$ cat config.mk
export PLATFORM = sky130hd
export DESIGN_NAME = msbfr_ctrl
export DESIGN_NICKNAME = d
export VERILOG_FILES = /design/src/msbfr_pkg.sv /design/src/msbfr_ctrl.sv
export SDC_FILE = /design/constraint.sdc
export NUM_CORES = 1
export LEC_CHECK = 0
export BUFFER_PORTS_ARGS = -buffer_cell sky130_fd_sc_hd__buf_2
export CAP_MARGIN = 20
export CORE_AREA = 2 2 39 41
export DETAILED_ROUTE_END_ITERATION = 16
export DIE_AREA = 0 0 41 43
export GPL_TIMING_DRIVEN = 0
export MAX_ROUTING_LAYER = met4
export PLACE_DENSITY_LB_ADDON = 0.12
export SYNTH_ARGS = -nofsm -noshare
export SYNTH_HDL_FRONTEND = slang
export SYNTH_SLANG_ARGS = --single-unit
$ cat constraint.sdc
create_clock -name clk -period 1.5 [get_ports clk]
set_clock_uncertainty 0.2 [all_clocks]
set_input_delay 0.075 -clock clk [delete_from_list [all_inputs] [get_ports clk]]
set_output_delay 0.075 -clock clk [all_outputs]
set_load 0.01 [all_outputs]
$ cat src/msbfr_pkg.sv
// ----------------------------------------------------------------------------
// msbfr_pkg: shared definitions for the MSB-first bit field reader
// Sizes, command and status codes, and the controller/datapath bundles.
// ----------------------------------------------------------------------------
package msbfr_pkg;

  localparam int BUF_DEPTH = 4096;
  localparam int ADDR_W    = $clog2(BUF_DEPTH);
  localparam int LEN_W     = ADDR_W + 1;
  localparam int MAX_BITS  = 24;
  localparam int CNT_W     = 5;
  localparam int VAL_W     = 24;

  localparam logic [1:0] CMD_PUSH    = 2'd0;
  localparam logic [1:0] CMD_READ    = 2'd1;
  localparam logic [1:0] CMD_RESTART = 2'd2;

  localparam logic [1:0] ST_FULL  = 2'd0;
  localparam logic [1:0] ST_TRUNC = 2'd1;
  localparam logic [1:0] ST_END   = 2'd2;

  // Commands from the controller to the datapath.
  typedef struct packed {
    logic push;
    logic restart;
    logic rd_start;
    logic step;
    logic load_out;
  } dp_cmd_t;

  // Status from the datapath to the controller.
  typedef struct packed {
    logic imm;        // read request answered without touching the store
    logic step_last;  // the current step finishes the read
    logic out_free;   // result register can take a new result
  } dp_stat_t;

endpackage

$ cat src/msbfr_ctrl.sv
// ----------------------------------------------------------------------------
// msbfr_ctrl: sequencer of the bit field reader
// Accepts requests, walks a read through the store one byte per cycle and
// hands the result to the output register.
// ----------------------------------------------------------------------------
module msbfr_ctrl (
  input  logic                clk,
  input  logic                rst_n,
  input  logic                in_valid,
  input  logic [1:0]          in_cmd,
  output logic                in_ready,
  input  msbfr_pkg::dp_stat_t stat,
  output msbfr_pkg::dp_cmd_t  cmd
);

  typedef enum logic [1:0] {
    S_IDLE,
    S_STEP,
    S_FIN
  } state_t;

  state_t state_r;
  state_t state_nxt;

  assign in_ready = (state_r == S_IDLE);

  always_comb begin
    state_nxt    = state_r;
    cmd          = '0;
    case (state_r)
      S_IDLE: begin
        if (in_valid) begin
          case (in_cmd)
            msbfr_pkg::CMD_PUSH:    cmd.push = 1'b1;
            msbfr_pkg::CMD_RESTART: cmd.restart = 1'b1;
            msbfr_pkg::CMD_READ: begin
              cmd.rd_start = 1'b1;
              state_nxt    = stat.imm ? S_FIN : S_STEP;
            end
            default: ;
          endcase
        end
      end
      S_STEP: begin
        cmd.step = 1'b1;
        if (stat.step_last) begin
          state_nxt = S_FIN;
        end
      end
      S_FIN: begin
        if (stat.out_free) begin
          cmd.load_out = 1'b1;
          state_nxt    = S_IDLE;
        end
      end
      default: state_nxt = S_IDLE;
    endcase
  end

  always_ff @(posedge clk) begin
    if (!rst_n) begin
      state_r <= S_IDLE;
    end else begin
      state_r <= state_nxt;
    end
  end

endmodule

After elaboration in Yosys (flattened, before gate mapping)
Index checks and enable logic that the tools add are counted.

Equal/unequal tests: 8. Muxes and demuxes: 14. Reduce and logical (&&, ||, !) cells: 3.

Operators with widths (count): 2-to-1 mux 2 bit (5); 2-to-1 mux 1 bit (6); 2-to-1 mux 3 bit (2); inequality test 2 bit (second input constant) (3); case mux 2 bit (3 select lines) (1); == test 2 x 1 -> 1 bit (second input constant) (2); == test 2 bit (second input constant) (2); zero test 2 bit (2); AND reduction 4 bit (1); inequality test 2 x 1 -> 1 bit (second input constant) (1).

Flip-flop bits (word level): 2. Bits of input ports: 8. Output and inout port bits: 6. Word-level logic and storage cells: 26.

Longest topological paths before layout
Depth after elaboration: 4. Depth in mapped cells: 3. Depth with buffers taken out: 3.

Worst setup path after synthesis
No wires, ideal clock.

Path kind: register to register. Start point: reg state_r[1]. End point: reg state_r[1]. Cell stages (with the launch flop): 3. Data required time: 1230 ps. Setup slack: 271 ps. Period minus slack after synthesis: 1229 ps. Library setup time: 70 ps. Arrival: 959 ps. Buffers on the path: 0. Path through: dfxtp_1 -> or4b_1 -> a21boi_1.

Longest elaborated chain between the ends: 3. Elaborated cells on any way between the ends: 9. Those cells by class: eq/ne: 6; mux: 1; reduce/logical: 2.

RTL lines: start, declared (RTL line msbfr_ctrl.sv:22) `state_t state_r;`; start signal, assigned (RTL line msbfr_ctrl.sv:64) `state_r <= state_nxt;`; == test 2 x 1 -> 1 bit, or another cell as far along (RTL line msbfr_ctrl.sv:30) `case (state_r)`; inequality test 2 bit (no line) or inequality test 2 x 1 -> 1 bit (tied branches); AND reduction 4 bit (no line).

Several ways; a longest one is shown, not always the timed one. A chain may end at the register's enable or synchronous reset.

==> results.env <==
STATUS='complete, no violations'
SETUP.WORST_PATH.END_CLASS='output pin'
CLOCK_TREE_FROM_TRITONCTS='yes'
INSERTED_DIODES=0
CRIT_ARRIVAL_NS=1.12
INITIAL_ANTENNA_VIOLATION_COUNT=0
MIN_PATH_CELLS=4
DIEWIDTH_UM=41
NUMCTSBUFFERS=3
STATIC-LEAKAGE-POWER_nW=0.155
DETAILEDROUTE.FIRSTITERATIONVIOLATIONS=0
LARGEST_REG_FLOPS=2
GRT_OVERFLOW_TOTAL=0
WORST-R2R-CELL-COUNT=2
FIRSTDRTPASSITERS=1
SYN_AREA_PER_CELL_UM2=9.93
CLOCKBUFFERDEPTH=2
DETAILROUTE.WIRELENGTH.MET3_UM=45
FMAX_MHz=717
CLOCK_SINKS=2
WORST_HOLD_PATH_TYPE='in2reg'
ANT_NETS=0
YS_WARN_COUNT=0
TIMING.FINAL.HOLD_VIOLATIONS=0
WORST-SETUP-PATH-TYPE='reg2out'
MET2ROUTEDLENGTH_UM=246
SETUP.WORST_PATH.START_CLASS='flop'
SYNTH.AREA.TOP_CELLS='dfxtp_1 25%, nand3b_4 13%, and3b_1 11%'
SETUP.WORST_PATH.START='state_r[0]$_SDFFE_PN0P_'
PERIOD_MINUS_SLACK_NS=1.39
LAYOUT.NETS=45
DRT-TOTAL-WL_UM=479
DRT-VIAS-PER-INSTANCE=4.04
DIE_FOOTPRINT_MM2=0.00176
POSTSYNTHREGISTERBITS=2
START_UTIL_PCT=11.5
PLACED_CELLS_INCL_TAPS=45
CRITPATHMAXFANOUT=8
DRCVIOLATIONCOUNT=0
MAPPEDNETLISTNETS=24
AREA_GROWTH_SYN_TO_LAYOUT_PCT=86.6
WORST_SETUP_PATH_ENDPOINT='cmd[3]'
MAXCAPVIOLCOUNT=0
DRIVE_ABOVE_1_SHARE_PCT=54.3
CLOCK_INSERTION_DELAY_WORST_SKEW_NS=0.22
FLOORPLAN.DIE.HEIGHT_UM=43
PLACE.GP.CONGESTION=0.611
POSTSYNTHCELLCOUNT=16
CRITICAL_PATH.REG2REG.STARTPOINT='state_r[1]$_SDFFE_PN0P_'
FINAL.PERIOD_UTILIZATION_PCT=92.9
RR_ENDPOINT='state_r[1]$_SDFFE_PN0P_'
HTREE_LEVELS=1
IOPINCOUNT=14
PORT-BUFFER-COUNT=13
POWER_DENSITY_CELLS_mW_PER_MM2=725
CRITPATHREQUIREDTIME_NS=1.22
VDD_IR_DROP_MAX_mV=0.138
DESIGN.CORE.AREA_MM2=0.00138
ROUTE.VIAS.TOTAL=206
SYNTHDOMINANTCELLAREASHARE_PCT=25.2
LARGEST_REGISTERS='state_r: 2 flops'
MET1_LENGTH_UM=187
GRT_SETUP_UNREPAIRED='no'
PORTION_OF_THE_POST_SYNTHESIS_AREA_USED_BY_SEQUENTIAL_ELEMENTS_PCT=25.2
MAXSLEWVIOLCOUNT=0
PLACEMENTROWS=14
TIGHTESTPINTRANSITION_NS=0.233
TIMING.REG2REG.SETUP_SLACK_NS=0.20
FINISH.CELL_COUNT_WITHOUT_FILLERS=51
GRT_FIRST_PASS_WIRELENGTH_UM=772
POST_DRT_WL_PER_CELL_UM=9.39
GR-USAGE-ALL-LAYERS_PCT=6.76
TIMING.SLEW.HEADROOM_PCT=84.5
SYNTH.DISTINCT_CELLS=13
SETUP_VIOL=0
NUMBER_OF_GLOBAL_ROUTE_VIAS_BEFORE_REPAIR=225
TOTAL_NEGATIVE_SLACK_NS=0
CELL_AT_THE_ROOT_OF_THE_CLOCK_TREE='clkbuf_4'
LARGEST_REG_BY_FF_COUNT='state_r'
MAXIMUM_NUMBER_OF_PINS_ON_ONE_NET_BEFORE_GLOBAL_ROUTE_REPAIR=9
CLKTRANSATPATHREGS_NS=0.03
SYN_AREA_UM2=159
FILL_CELL_INSTANCE_COUNT_OF_THE_FINAL_LAYOUT=163
YOSYSTOPAREACELL='dfxtp_1'
TOPROUTINGLAYERUSED='met3'
[critical path, stage by stage (launching register included)]
cell and delay, ns:
dfxtp_1 0.43, nor2_1 0.09, and4b_2 0.24, buf_2 0.13
[synth_stat cells, drive strengths merged]
library cell,instances
and4bb,1
a22oi,1
a21boi,1
nor3,1
and3b,2
or4b,1
nand3b,1
nand2b,1
nor2,2
dfxtp,2
o31ai,1
nor2b,1
and4b,1
[cell families after synthesis]
logic type      count (synthesis)  synth area share (%)
flops                           2                  25.2
compound gates                  3                  14.2
simple gates                   11                  60.6
[routing by layer]
| metal | GRT usage [%] | up-vias |
|---|---|---|
| met1 | 6.98 | 94 |
| met5 | - | - |
| met2 | 10.0 | 11 |
| li1 | - | 101 |
| met3 | 0 | 0 |
| met4 | 8.00 | 0 |
[through the flow]
step	total power, W	hold WS (ns)	setup slack (ns)	cell area, um^2	utilization (%)
after CTS	0.000225	0.0528	0.0830	297	21.4
after floorplan	0.0000741	0.0281	0.271	159	-
after global routing	0.000228	0.0754	0.0200	297	21.4
final	0.000215	0.0495	0.106	297	21.4
after detailed placement	0.0000946	0.127	0.196	244	17.6
after global placement	0.0000935	0.128	0.209	244	17.6
[report_power, final]
group	switching, W	internal (W)	leakage, nW
logic	0.0000165	0.0000247	0.125
registers	0.00000271	0.0000552	0.0162
clock network	0.0000279	0.0000880	0.0138
[cells in the final DEF (no fill, tap or decap)]
master and n:
clkbuf_4 3, o31ai_1 1, or4b_1 1, buf_2 13, and3b_1 2, nor2_1 2
nor3_1 1, a21boi_1 1, nand3b_4 1, nand2b_1 1, and4b_2 1, and4bb_2 1
a22oi_1 1, dlygate4sd3_1 3, dfxtp_1 2, nor2b_1 1
[cell type report]
class | count | area [um^2] | share of cell area, %
tap | 16 | 20.0 | 6.75
timing repair buffer | 16 | 95.1 | 32.1
multi-input combinational | 14 | 119 | 40.1
sequential | 2 | 40.0 | 13.5
clock buffer | 3 | 22.5 | 7.59
[worst min path at each step]
| stage | startpoint | to | slack (ns) |
|---|---|---|---|
| 5_1_grt | stat[0] | state_r[1]$_SDFFE_PN0P_ | 0.08 |
| 6_report | stat[0] | state_r[1]$_SDFFE_PN0P_ | 0.05 |
| 3_5_place_dp | rst_n | state_r[0]$_SDFFE_PN0P_ | 0.13 |
| 3_3_place_gp | rst_n | state_r[0]$_SDFFE_PN0P_ | 0.13 |
| 4_1_cts | stat[0] | state_r[1]$_SDFFE_PN0P_ | 0.05 |
| 2_1_floorplan | rst_n | state_r[1]$_SDFFE_PN0P_ | 0.03 |
[repair_timing]
item | CTS | global route
gates resized for setup | 0 | 0
hold buffers | 3 | 0
setup buffers | 0 | 0
endpoints found under the hold margin | 2 | 0
setup endpoints to repair | 0 | 0
Note: power is estimated with default switching activity, not from simulation.
